===== src/rtl/core/sfcd_pkg.sv =====
// Package for the sensor frame CRC decoder: constants, codes, the queued
// frame record type and the byte-wide CRC-8 update function.
// No dependencies.
`default_nettype none

package sfcd_pkg;

  localparam int BYTE_W        = 8;
  localparam int STORE_DEPTH   = 9;
  localparam int STORE_IDX_W   = $clog2(STORE_DEPTH);
  localparam int COUNT_W       = 4;
  localparam int CFG_INDEX_W   = 8;
  localparam int QUEUE_DEPTH   = 2;
  localparam int QUEUE_PTR_W   = 1;
  localparam int QUEUE_COUNT_W = $clog2(QUEUE_DEPTH + 1);

  localparam logic [COUNT_W-1:0] COUNT_MAX    = 4'hF;
  localparam logic [COUNT_W-1:0] CRC_BYTE_IDX = 4'd9;
  localparam logic [COUNT_W-1:0] LAST_IDX_MAX = 4'd10;

  localparam logic [7:0] MIN_ROW_BITS = 8'd80;
  localparam logic [7:0] MAX_ROW_BITS = 8'd82;

  localparam logic [7:0] POLY_RESET  = 8'h97;
  localparam logic [7:0] START_RESET = 8'h00;

  localparam logic [CFG_INDEX_W-1:0] CFG_CRC_POLYNOMIAL  = 8'd0;
  localparam logic [CFG_INDEX_W-1:0] CFG_CRC_START_VALUE = 8'd1;

  localparam logic [3:0] FORMAT_BASIC    = 4'd0;
  localparam logic [3:0] FORMAT_EXTENDED = 4'd1;

  typedef enum logic [1:0] {
    STATUS_OK         = 2'd0,
    STATUS_LENGTH_ERR = 2'd1,
    STATUS_CRC_ERR    = 2'd2,
    STATUS_FORMAT_ERR = 2'd3
  } status_t;

  typedef struct packed {
    status_t                                status;
    logic [STORE_DEPTH-1:0][BYTE_W-1:0]     bytes;
  } frame_rec_t;

  function automatic logic [7:0] crc_byte(input logic [7:0] rem, input logic [7:0] data,
                                          input logic [7:0] poly);
    logic [7:0] r;
    r = rem ^ data;
    for (int k = 0; k < 8; k++) begin
      if (r[7]) begin
        r = {r[6:0], 1'b0} ^ poly;
      end else begin
        r = {r[6:0], 1'b0};
      end
    end
    return r;
  endfunction

endpackage

`default_nettype wire


===== src/rtl/core/sfcd_intf.sv =====
// Channel interfaces of the sensor frame CRC decoder: byte input, decoded
// result output and configuration write channel.
// Depends on sfcd_pkg.
`default_nettype none

interface sfcd_in_if;
  logic       valid;
  logic       ready;
  logic [7:0] data_byte;
  logic [7:0] row_bit_count;
  logic       row_end;

  modport source(output valid, data_byte, row_bit_count, row_end, input ready);
  modport sink(input valid, data_byte, row_bit_count, row_end, output ready);
endinterface

interface sfcd_out_if;
  logic               valid;
  logic               ready;
  logic [1:0]         status;
  logic [3:0]         format_code;
  logic [3:0]         device_id;
  logic signed [11:0] temp_first;
  logic signed [11:0] temp_second;
  logic [7:0]         humidity_first;
  logic [7:0]         humidity_second;
  logic [15:0]        pressure_tenths;
  logic [7:0]         supply_code;
  logic [63:0]        payload_raw;

  modport source(output valid, status, format_code, device_id, temp_first, temp_second,
                 humidity_first, humidity_second, pressure_tenths, supply_code,
                 payload_raw, input ready);
  modport sink(input valid, status, format_code, device_id, temp_first, temp_second,
               humidity_first, humidity_second, pressure_tenths, supply_code,
               payload_raw, output ready);
endinterface

interface sfcd_cfg_if;
  logic                              valid;
  logic                              ready;
  logic [sfcd_pkg::CFG_INDEX_W-1:0]  index;
  logic [7:0]                        data;

  modport source(output valid, index, data, input ready);
  modport sink(input valid, index, data, output ready);
endinterface

`default_nettype wire


===== src/rtl/core/sfcd_front.sv =====
// Front end: accepts row bytes, keeps the byte counter, running CRC-8 and
// byte store, and classifies each finished row into a queued record.
// Depends on sfcd_pkg and sfcd_intf.
`default_nettype none

module sfcd_front (
  input  wire logic              clk,
  input  wire logic              rst,
  sfcd_in_if.sink                in_ch,
  sfcd_cfg_if.sink               cfg,
  input  wire logic              q_full,
  output sfcd_pkg::frame_rec_t   push_rec,
  output logic                   push
);

  localparam logic [sfcd_pkg::COUNT_W-1:0] CRC_IDX_EXT = sfcd_pkg::CRC_BYTE_IDX;

  logic [7:0]                          crc_polynomial;
  logic [7:0]                          crc_start_value;
  logic [sfcd_pkg::COUNT_W-1:0]        byte_counter;
  logic [7:0]                          crc_remainder;
  logic [sfcd_pkg::BYTE_W-1:0]         message_store [sfcd_pkg::STORE_DEPTH];
  logic [7:0]                          crc_next;
  logic                                accept;
  logic                                len_bad;
  sfcd_pkg::status_t                   status_next;

  assign in_ch.ready = !q_full;
  assign cfg.ready   = 1'b1;
  assign accept      = in_ch.valid && in_ch.ready;
  assign push        = accept && in_ch.row_end;

  always_comb begin
    if (byte_counter < CRC_IDX_EXT) begin
      crc_next = sfcd_pkg::crc_byte(crc_remainder, in_ch.data_byte, crc_polynomial);
    end else if (byte_counter == sfcd_pkg::CRC_BYTE_IDX) begin
      crc_next = crc_remainder ^ in_ch.data_byte;
    end else begin
      crc_next = crc_remainder;
    end
  end

  always_comb begin
    len_bad = !(byte_counter == sfcd_pkg::CRC_BYTE_IDX ||
                byte_counter == sfcd_pkg::LAST_IDX_MAX) ||
              in_ch.row_bit_count < sfcd_pkg::MIN_ROW_BITS ||
              in_ch.row_bit_count > sfcd_pkg::MAX_ROW_BITS;
    if (len_bad) begin
      status_next = sfcd_pkg::STATUS_LENGTH_ERR;
    end else if (crc_next != 8'd0) begin
      status_next = sfcd_pkg::STATUS_CRC_ERR;
    end else if (message_store[0][7:4] != sfcd_pkg::FORMAT_BASIC &&
                 message_store[0][7:4] != sfcd_pkg::FORMAT_EXTENDED) begin
      status_next = sfcd_pkg::STATUS_FORMAT_ERR;
    end else begin
      status_next = sfcd_pkg::STATUS_OK;
    end
  end

  always_comb begin
    push_rec.status = status_next;
    for (int i = 0; i < sfcd_pkg::STORE_DEPTH; i++) begin
      push_rec.bytes[i] = message_store[i];
    end
  end

  always_ff @(posedge clk) begin
    if (rst) begin
      crc_polynomial  <= sfcd_pkg::POLY_RESET;
      crc_start_value <= sfcd_pkg::START_RESET;
      byte_counter    <= '0;
      crc_remainder   <= sfcd_pkg::START_RESET;
    end else begin
      if (cfg.valid) begin
        if (cfg.index == sfcd_pkg::CFG_CRC_POLYNOMIAL) begin
          crc_polynomial <= cfg.data;
        end else if (cfg.index == sfcd_pkg::CFG_CRC_START_VALUE) begin
          crc_start_value <= cfg.data;
        end
      end
      if (accept) begin
        if (in_ch.row_end) begin
          byte_counter  <= '0;
          crc_remainder <= crc_start_value;
        end else begin
          crc_remainder <= crc_next;
          if (byte_counter != sfcd_pkg::COUNT_MAX) begin
            byte_counter <= byte_counter + 1'b1;
          end
        end
      end
    end
  end

  always_ff @(posedge clk) begin
    if (accept && byte_counter < CRC_IDX_EXT) begin
      message_store[byte_counter[sfcd_pkg::STORE_IDX_W-1:0]] <= in_ch.data_byte;
    end
  end

endmodule

`default_nettype wire


===== src/rtl/core/sfcd_queue.sv =====
// Two-entry queue of classified frame records between the front and back
// ends, so that each side can stall on its own.
// Depends on sfcd_pkg.
`default_nettype none

module sfcd_queue (
  input  wire logic                  clk,
  input  wire logic                  rst,
  input  wire logic                  push,
  input  sfcd_pkg::frame_rec_t       push_rec,
  input  wire logic                  pop,
  output logic                       full,
  output logic                       empty,
  output sfcd_pkg::frame_rec_t       head
);

  sfcd_pkg::frame_rec_t                    entries [sfcd_pkg::QUEUE_DEPTH];
  logic [sfcd_pkg::QUEUE_PTR_W-1:0]        wr_ptr;
  logic [sfcd_pkg::QUEUE_PTR_W-1:0]        rd_ptr;
  logic [sfcd_pkg::QUEUE_COUNT_W-1:0]      count;

  localparam logic [sfcd_pkg::QUEUE_PTR_W-1:0] PTR_LAST =
    sfcd_pkg::QUEUE_PTR_W'(sfcd_pkg::QUEUE_DEPTH - 1);
  localparam logic [sfcd_pkg::QUEUE_COUNT_W-1:0] COUNT_FULL =
    sfcd_pkg::QUEUE_COUNT_W'(sfcd_pkg::QUEUE_DEPTH);

  assign full  = count == COUNT_FULL;
  assign empty = count == '0;
  assign head  = entries[rd_ptr];

  always_ff @(posedge clk) begin
    if (rst) begin
      wr_ptr <= '0;
      rd_ptr <= '0;
      count  <= '0;
    end else begin
      if (push) begin
        wr_ptr <= (wr_ptr == PTR_LAST) ? '0 : wr_ptr + 1'b1;
      end
      if (pop) begin
        rd_ptr <= (rd_ptr == PTR_LAST) ? '0 : rd_ptr + 1'b1;
      end
      if (push && !pop) begin
        count <= count + 1'b1;
      end else if (pop && !push) begin
        count <= count - 1'b1;
      end
    end
  end

  always_ff @(posedge clk) begin
    if (push) begin
      entries[wr_ptr] <= push_rec;
    end
  end

endmodule

`default_nettype wire


===== src/rtl/core/sfcd_back.sv =====
// Back end: takes a classified record from the queue, decodes the sensor
// fields by format and status, and holds them in the output register.
// Depends on sfcd_pkg and sfcd_intf.
`default_nettype none

module sfcd_back (
  input  wire logic              clk,
  input  wire logic              rst,
  input  wire logic              q_empty,
  input  sfcd_pkg::frame_rec_t   head,
  output logic                   pop,
  sfcd_out_if.source             out_ch
);

  logic       valid;
  logic [3:0] fmt;
  logic       show_id;
  logic       show_basic;
  logic       show_ext;

  assign out_ch.valid = valid;
  assign pop          = !q_empty && (!valid || out_ch.ready);
  assign fmt          = head.bytes[0][7:4];
  assign show_id      = head.status == sfcd_pkg::STATUS_OK ||
                        head.status == sfcd_pkg::STATUS_FORMAT_ERR;
  assign show_basic   = head.status == sfcd_pkg::STATUS_OK;
  assign show_ext     = show_basic && fmt == sfcd_pkg::FORMAT_EXTENDED;

  always_ff @(posedge clk) begin
    if (rst) begin
      valid <= 1'b0;
    end else if (pop) begin
      valid <= 1'b1;
    end else if (out_ch.ready) begin
      valid <= 1'b0;
    end
  end

  always_ff @(posedge clk) begin
    if (pop) begin
      out_ch.status          <= head.status;
      out_ch.format_code     <= show_id ? fmt : 4'd0;
      out_ch.device_id       <= show_id ? head.bytes[0][3:0] : 4'd0;
      out_ch.temp_first      <= show_basic ? {head.bytes[1], head.bytes[2][7:4]} : 12'sd0;
      out_ch.supply_code     <= show_basic ? head.bytes[8] : 8'd0;
      out_ch.payload_raw     <= show_basic ? {head.bytes[1], head.bytes[2], head.bytes[3],
                                              head.bytes[4], head.bytes[5], head.bytes[6],
                                              head.bytes[7], head.bytes[8]} : 64'd0;
      out_ch.temp_second     <= show_ext ? {head.bytes[2][3:0], head.bytes[3]} : 12'sd0;
      out_ch.humidity_first  <= show_ext ? head.bytes[4] : 8'd0;
      out_ch.humidity_second <= show_ext ? head.bytes[5] : 8'd0;
      out_ch.pressure_tenths <= show_ext ? {head.bytes[6], head.bytes[7]} : 16'd0;
    end
  end

endmodule

`default_nettype wire


===== src/rtl/core/sensor_frame_crc_decoder.sv =====
// Sensor frame CRC decoder, top level. One row byte is taken per cycle
// while the queue is not full; the CRC-8 update of a byte completes in the
// front end in its own cycle. A row's result passes from its final byte's
// transaction through a two-entry queue and the output register.
// Synchronous reset clears the counters, queue and output valid, and loads
// the CRC polynomial with 0x97 and the start value with 0x00.
`default_nettype none

module sensor_frame_crc_decoder (
  input  wire logic    clk,
  input  wire logic    rst,
  sfcd_in_if.sink      in_ch,
  sfcd_out_if.source   out_ch,
  sfcd_cfg_if.sink     cfg
);

  sfcd_pkg::frame_rec_t push_rec;
  sfcd_pkg::frame_rec_t head;
  logic                 push;
  logic                 pop;
  logic                 q_full;
  logic                 q_empty;

  sfcd_front u_front (
    .clk      (clk),
    .rst      (rst),
    .in_ch    (in_ch),
    .cfg      (cfg),
    .q_full   (q_full),
    .push_rec (push_rec),
    .push     (push)
  );

  sfcd_queue u_queue (
    .clk      (clk),
    .rst      (rst),
    .push     (push),
    .push_rec (push_rec),
    .pop      (pop),
    .full     (q_full),
    .empty    (q_empty),
    .head     (head)
  );

  sfcd_back u_back (
    .clk     (clk),
    .rst     (rst),
    .q_empty (q_empty),
    .head    (head),
    .pop     (pop),
    .out_ch  (out_ch)
  );

endmodule

`default_nettype wire

===== src/flat_wrapper.sv =====
// flat-port wrapper written by rule: the top's interface ports become plain ports
module sensor_frame_crc_decoder_flat 
  (clk, rst, in_ch_valid, in_ch_data_byte, in_ch_row_bit_count, in_ch_row_end, in_ch_ready, out_ch_valid, out_ch_status, out_ch_format_code, out_ch_device_id, out_ch_temp_first, out_ch_temp_second, out_ch_humidity_first, out_ch_humidity_second, out_ch_pressure_tenths, out_ch_supply_code, out_ch_payload_raw, out_ch_ready, cfg_valid, cfg_index, cfg_data, cfg_ready);
  sfcd_in_if in_ch_i ();
  sfcd_out_if out_ch_i ();
  sfcd_cfg_if cfg_i ();
  input  wire logic clk;
  input  wire logic rst;
  input wire logic [$bits(in_ch_i.valid)-1:0] in_ch_valid;
  input wire logic [$bits(in_ch_i.data_byte)-1:0] in_ch_data_byte;
  input wire logic [$bits(in_ch_i.row_bit_count)-1:0] in_ch_row_bit_count;
  input wire logic [$bits(in_ch_i.row_end)-1:0] in_ch_row_end;
  output wire logic [$bits(in_ch_i.ready)-1:0] in_ch_ready;
  output wire logic [$bits(out_ch_i.valid)-1:0] out_ch_valid;
  output wire logic [$bits(out_ch_i.status)-1:0] out_ch_status;
  output wire logic [$bits(out_ch_i.format_code)-1:0] out_ch_format_code;
  output wire logic [$bits(out_ch_i.device_id)-1:0] out_ch_device_id;
  output wire logic [$bits(out_ch_i.temp_first)-1:0] out_ch_temp_first;
  output wire logic [$bits(out_ch_i.temp_second)-1:0] out_ch_temp_second;
  output wire logic [$bits(out_ch_i.humidity_first)-1:0] out_ch_humidity_first;
  output wire logic [$bits(out_ch_i.humidity_second)-1:0] out_ch_humidity_second;
  output wire logic [$bits(out_ch_i.pressure_tenths)-1:0] out_ch_pressure_tenths;
  output wire logic [$bits(out_ch_i.supply_code)-1:0] out_ch_supply_code;
  output wire logic [$bits(out_ch_i.payload_raw)-1:0] out_ch_payload_raw;
  input wire logic [$bits(out_ch_i.ready)-1:0] out_ch_ready;
  input wire logic [$bits(cfg_i.valid)-1:0] cfg_valid;
  input wire logic [$bits(cfg_i.index)-1:0] cfg_index;
  input wire logic [$bits(cfg_i.data)-1:0] cfg_data;
  output wire logic [$bits(cfg_i.ready)-1:0] cfg_ready;
  assign in_ch_i.valid = in_ch_valid;
  assign in_ch_i.data_byte = in_ch_data_byte;
  assign in_ch_i.row_bit_count = in_ch_row_bit_count;
  assign in_ch_i.row_end = in_ch_row_end;
  assign in_ch_ready = in_ch_i.ready;
  assign out_ch_valid = out_ch_i.valid;
  assign out_ch_status = out_ch_i.status;
  assign out_ch_format_code = out_ch_i.format_code;
  assign out_ch_device_id = out_ch_i.device_id;
  assign out_ch_temp_first = out_ch_i.temp_first;
  assign out_ch_temp_second = out_ch_i.temp_second;
  assign out_ch_humidity_first = out_ch_i.humidity_first;
  assign out_ch_humidity_second = out_ch_i.humidity_second;
  assign out_ch_pressure_tenths = out_ch_i.pressure_tenths;
  assign out_ch_supply_code = out_ch_i.supply_code;
  assign out_ch_payload_raw = out_ch_i.payload_raw;
  assign out_ch_i.ready = out_ch_ready;
  assign cfg_i.valid = cfg_valid;
  assign cfg_i.index = cfg_index;
  assign cfg_i.data = cfg_data;
  assign cfg_ready = cfg_i.ready;
  sensor_frame_crc_decoder u_core (.clk(clk), .rst(rst), .in_ch(in_ch_i), .out_ch(out_ch_i), .cfg(cfg_i));
endmodule

===== config.mk =====
export PLATFORM = sky130hd
export DESIGN_NAME = sensor_frame_crc_decoder_flat
export DESIGN_NICKNAME = d
export VERILOG_FILES = /design/src/rtl/core/sfcd_pkg.sv /design/src/rtl/core/sfcd_intf.sv /design/src/rtl/core/sfcd_front.sv /design/src/rtl/core/sfcd_queue.sv /design/src/rtl/core/sfcd_back.sv /design/src/rtl/core/sensor_frame_crc_decoder.sv /design/src/flat_wrapper.sv
export SDC_FILE = /design/constraint.sdc
export NUM_CORES = 1
export LEC_CHECK = 0
export ABC_CLOCK_PERIOD_IN_PS = 12000
export BUFFER_PORTS_ARGS = -buffer_cell sky130_fd_sc_hd__buf_4
export CAP_MARGIN = 20
export CORE_MARGIN = 10
export CORE_UTILIZATION = 48
export DETAILED_ROUTE_END_ITERATION = 10
export PLACE_DENSITY = 0.67
export SYNTH_ARGS = -nofsm -noshare
export SYNTH_HDL_FRONTEND = slang
export SYNTH_SLANG_ARGS = --single-unit

===== constraint.sdc =====
create_clock -name clk -period 12 [get_ports clk]
set_clock_uncertainty 0.15 [all_clocks]
set_input_delay 0.6 -clock clk [delete_from_list [all_inputs] [get_ports clk]]
set_output_delay 0.6 -clock clk [all_outputs]
set_load 0.005 [all_outputs]

# --- Yosys cells after proc, flatten, opt, wreduce, memory -nomap -nowiden ---
# Memories as Yosys holds them, arrays and structs flattened. A register that Yosys moved wholly into a read port is not among the register bits.
# Cells that the tools add are included.
word_totals:
  regBits: 171
  latch_bits: 0
  mem_bits_rw: 220
  rom_bits: 0
  inputBits: 38
  mem_count: 2
classes:
  addsub: 5
  n_mul: 0
  div: 0
  order_cmp: 3
  n_eq_ne: 8
  shifts: 0
  n_mux: 35
  n_bitwise: 10
  reduce_logical: 30
mem_list:
  columns: ["memory", "words", "width", "read_ports", "rd_clocked_by_memory_dff", "write_ports", "line_no", "rtl"]
  rows:
  - ["u_core.u_queue.entries", 2, 74, 1, 1, 1, "sfcd_queue.sv:17", "sfcd_pkg::frame_rec_t entries [sfcd_pkg::QUEUE_DEPTH];"]
  - ["u_core.u_front.message_store", 9, 8, 9, 0, 1, "sfcd_front.sv:22", "logic [sfcd_pkg::BYTE_W-1:0] message_store [sfcd_pkg::STORE_DEPTH];"]
ops:
  columns: ["cell", "n"]
  rows:
  - ["8-bit two-way mux", 18]
  - ["8-bit bitwise XOR", 9]
  - ["1-bit two-way mux", 10]
  - ["2-bit two-way mux", 5]
  - ["4-bit == test (second input constant)", 2]
  - ["8-bit by 1-bit == test with 1-bit output (second input constant)", 1]
  - ["8-bit by 7-bit greater-than comparator with 1-bit output (second input constant)", 1]
  - ["1-bit logical AND", 8]
  - ["8-bit zero test", 1]
  - ["8-bit by 7-bit less-than comparator with 1-bit output (second input constant)", 1]
  - ["4-bit two-way mux", 2]
  - ["8-bit nonzero test", 1]
  - ["1-bit zero test", 6]
  - ["2-bit nonzero test", 3]
  - ["1-bit logical OR", 5]
  - ["4-bit by 1-bit adder with 4-bit output (second input constant)", 1]
  - ["2-bit == test (second input constant)", 2]
  - ["4-bit by 1-bit == test with 1-bit output (second input constant)", 1]
  - ["2-bit zero test", 2]
  - ["4-bit less-than comparator (second input constant)", 1]
  - ["4-bit by 1-bit != test with 1-bit output (second input constant)", 1]
  - ["4-bit != test (second input constant)", 1]
  - ["2-bit AND reduction", 2]
  - ["4-bit nonzero test", 1]
  - ["other kinds (5)", 6]

# --- Depth between registers and ports, before layout ---
logic_depth:
  depth_word: 28
  ltp_mapped: 18

# --- Cells and area by module ---
# Synthesis repeated with hierarchy kept, for this count alone.
hier_totals:
  hier_cells: 1122
  hier_area_um2: 16350.7
modules_own_cells:
  columns: ["module", "n_inst", "cells_each", "area_per_inst_um2"]
  rows:
  - ["sfcd_front", 1, 591, 5898.2]
  - ["sfcd_queue", 1, 252, 5565.3]
  - ["sfcd_back", 1, 279, 4887.2]

# --- Worst setup path before layout ---
# Ideal clock, no wire load.
synth_timing:
  path_type: "input port to flip-flop"
  startpoint: "input in_ch_row_end"
  endpoint: "memory u_core.u_queue.entries[0][0] in the netlist's numbering (enable)"
  setup_ps: 507
  t_arrival_ps: 4221
  t_required_ps: 11343
  setup_slack_ps: 7122
  cell_stages: 4
  n_path_buf: 2
  path_cell_list: "clkbuf_1 buf_2 nand2_1 nor2_1"
synth_between:
  elab_chain_cells: 3
synth_rtl:
  columns: ["item", "line_no", "rtl"]
  rows:
  - ["from (decl)", "flat_wrapper.sv:12", "input wire logic [$bits(in_ch_i.row_end)-1:0] in_ch_row_end;"]
  - ["1-bit logical AND", "sfcd_front.sv:31", "assign push = accept && in_ch.row_end;"]
  - ["1-bit two-way mux", "sfcd_queue.sv:52", "if (push) begin"]
  - ["1-bit two-way mux (not written as such)", "sfcd_queue.sv:53", "entries[wr_ptr] <= push_rec;"]
  - ["to (decl)", "sfcd_queue.sv:17", null]
# No other way between the ends.

==> impl_metrics.json <==
{
  "min_period_ns": 5.69,
  "cts_buffer_depth": 3,
  "worstSetupStartpointType": "register",
  "cp.required_ns": 12.08,
  "clock_sinks": 372,
  "yosysUniqueCellTypes": 85,
  "synth.avg_cell_area_um2": 14.0,
  "first_global_vias": 9084,
  "synth_top_cell_by_area": "edfxtp_1",
  "crit_type": "register to register",
  "vias": 9388,
  "vias_per_cell": 5.35,
  "maxCapViolations": 0,
  "antenna_found_initial": 0,
  "drt_wl_total_mm": 35.4,
  "worstHoldStart": "cfg_data[1]",
  "stdcell_area_um2": 18700,
  "ys_ff_latch": 372,
  "grt_util_met1_pct": 21.0,
  "status": "complete, no violations",
  "hpwl_mm": 23.7,
  "fin_hold_ws_ns": 0.163,
  "synth_area_um2": 15900,
  "portBuffers": 177,
  "nNetsFinal": 1331,
  "numCtsBuffers": 37,
  "final_common_cell": "edfxtp_1",
  "drt-initial-drc-count": 809,
  "fin_crit_sh_pct": 47.4,
  "dpl_cell_area_um2": 17500,
  "rr_worst_depth": 15,
  "synth_edf_count": 338,
  "cts_hold_buf": 0,
  "ios": 179,
  "maxSlewViolCount": 0,
  "fmax_mhz": 176,
  "sw_frac_of_total_pct": 34.4,
  "min_to": "u_core.u_front.crc_polynomial[1]",
  "relSlewSlack_pct": 28.5,
  "ctsResizeCount": 0,
  "intPower_uw": 3260,
  "power_frac_comb_pct": 42.2,
  "placementRows": 66,
  "hold_path_depth": 3,
  "initial_core_util_pct": 48.9,
  "drtPass1Iterations": 5,
  "synth_ff_type": "edfxtp_1",
  "r2r_setup_slack_ns": 6.31,
  "gr-total-overflow": 0,
  "clock-root-buffer": "clkbuf_16",
  "design.core.area_um2": 32600,
  "drive_gt1_share_pct": 21.7,
  "grt_setup_unrepaired": "no",
  "grt_usage_pct": 16.6,
  "place.gp.congestion": 0.869,
  "p_seq_share_pct": 36.7,
  "clk_latency_ns": 0.51,
  "setup_tns_ns": 0,
  "insertedDiodeCount": 0,
  "min_path_type": "input port to register",
  "top_usage_layer": "met2",
  "critPathMaxFanout": 49,
  "ys_seq_area_share_pct": 67.9,
  "postCtsSetupBuffers": 0,
  "hold_violations": 0,
  "die_width_um": 202,
  "peakVddDrop_mv": 0.209,
  "async_flop_share_pct": 0,
  "pwr-share-clk_pct": 21.1,
  "drc": 0,
  "cts.reportedPaths.clkPinSlew_ns": 0.06,
  "wl_per_cell_um": 20.2,
  "grt.met2_usage_pct": 28.6,
  "yosysTopAreaCellShare_pct": 63.7,
  "use_met3_pct": 2.69,
  "cts_tree": "built",
  "p_per_area_nw_per_um2": 267,
  "setup-violations-final": 0,
  "crit_arrival_ns": 5.77,
  "dp.cells": 1689,
  "leakage_uw": 0.00674,
  "startpoint": "u_core.u_front.crc_polynomial[7]",
  "postSynthCellCount": 1142,
  "final-instance-count-excl-fill": 1754,
  "r2r-end": "u_core.u_queue.entries[1][73]",
  "postRouteAntennaNets": 0,
  "switchingPower_uw": 1710,
  "grt_pass1_wl_mm": 53.8,
  "area_growth_pct": 17.0,
  "syn-num-nets": 1187,
  "dieArea_um2": 40900,
  "htree_levels": 2,
  "grt_max_degree": 76,
  "crit_path_end_kind": "register",
  "worst_slew_pin_slew_ns": 1.07,
  "rr_startpoint": "u_core.u_front.crc_polynomial[7]",
  "yosys-top-cells-area": "edfxtp_1 (64%), mux2i_1 (5.8%), dfxtp_1 (4.3%)",
  "ys_warn_count": 0,
  "die_h_um": 202,
  "mostFrequentLayoutCells": "edfxtp_1 (338), buf_4 (188), nor2_1 (114), mux2i_1 (93), nand2_1 (65)",
  "fill_cells": 2567
}
state kept, by name, summed over array words and instances, names as in the netlist, 2 cells and up, named ones only:
name and flops:
u_core.u_front.crc_polynomial 8, u_core.u_back.out_ch.status 2, u_core.u_queue.entries 148, u_core.u_front.byte_counter 4
u_core.u_back.out_ch.pressure_tenths 16, u_core.u_back.out_ch.supply_code 7, u_core.u_back.out_ch.humidity_first 8, u_core.u_back.out_ch.temp_second 12
u_core.u_front.message_store 72, u_core.u_back.out_ch.payload_raw 45, u_core.u_queue.count 2, u_core.u_back.out_ch.device_id 4
u_core.u_front.crc_remainder 8, u_core.u_back.out_ch.temp_first 12, u_core.u_back.out_ch.humidity_second 8, u_core.u_front.crc_start_value 8
u_core.u_back.out_ch.format_code 4
cell usage after synthesis, drive strengths merged (5+ instances only):
master / n
a211oi: 20
a21o: 6
a21oi: 23
a221oi: 5
a31oi: 10
a32oi: 5
and2: 12
and3: 13
buf: 35
clkbuf: 49
dfxtp: 34
edfxtp: 338
ha: 7
inv: 14
mux2i: 93
nand2: 65
nand3: 19
nand3b: 5
nand4: 6
nor2: 116
nor2b: 64
nor3: 19
nor4: 5
o211ai: 10
o21ai: 36
o31ai: 5
or2: 7
or3: 5
xnor2: 40
xnor3: 6
xor2: 16
worst max-delay path by stage:
stage          slack [ns]  depth (start not counted)                       endpoint
5_1_grt              5.87                         15  u_core.u_queue.entries[0][73]
3_3_place_gp         6.36                         15  u_core.u_queue.entries[0][73]
6_report             6.31                         15  u_core.u_queue.entries[1][73]
4_1_cts              6.38                         15  u_core.u_queue.entries[0][73]
3_5_place_dp         6.22                         15  u_core.u_queue.entries[0][73]
2_1_floorplan        7.12                          4   u_core.u_queue.entries[0][0]
power by group through the flow:
stage | combinational (uW) | clock, uW | sequential [uW]
floorplan | 1470 | 0 | 1840
global placement | 2090 | 0 | 1850
detailed placement | 2100 | 0 | 1860
CTS | 2110 | 1070 | 1830
global route | 2270 | 1120 | 1860
finish | 2100 | 1050 | 1830
stage by stage:
stage                     setup slack (ns)  util (%)  power [uW]
after CTS                             6.38      57.2        5010
after floorplan                       7.12         -        3320
after global routing                  5.87      57.2        5250
after global placement                6.36      53.7        3940
final                                 6.31      57.2        4980
after detailed placement              6.22      53.8        3960
kinds of logic after synthesis:
kind of cell / share of synthesized area [%]
other: 0.0235
buffers and inverters: 2.93
AND/OR/NAND/NOR: 10.9
XOR/XNOR: 4.30
flip-flops: 67.9
multiplexers: 5.91
AO/OA/AOI/OAI: 7.48
adder cells (fa/ha/maj): 0.549
worst max-delay path, stage by stage, from the launching register on:
cell	delay (ns)
dfxtp_2	0.31
buf_4	0.42
inv_1	0.50
o21ai_1	0.42
o211ai_2	0.26
mux2i_1	0.19
a221oi_1	0.10
xnor2_1	0.85
nand3_1	0.29
a2111oi_2	0.56
a211oi_4	0.10
xnor2_2	0.33
nand2_1	0.11
xnor2_1	0.17
a2111oi_2	0.42
a41oi_1	0.19
per-layer routing:
layer | up-vias | wire length, um
li1 | 4504 | -
met4 | 0 | 852
met5 | - | 0
met2 | 277 | 17800
met1 | 4555 | 14800
met3 | 52 | 1900
final cells by class:
class	instances	area (um^2)	area share, %
Timing Repair Buffer	189	1430	7.67
Multi-Input combinational cell	671	4660	25.0
Clock inverter	19	116	0.624
Clock buffer	46	1000	5.37
Tap cell	442	553	2.96
Sequential cell	372	10800	58.1
Inverter	15	58.8	0.315
(Power assumes the default switching activity.)
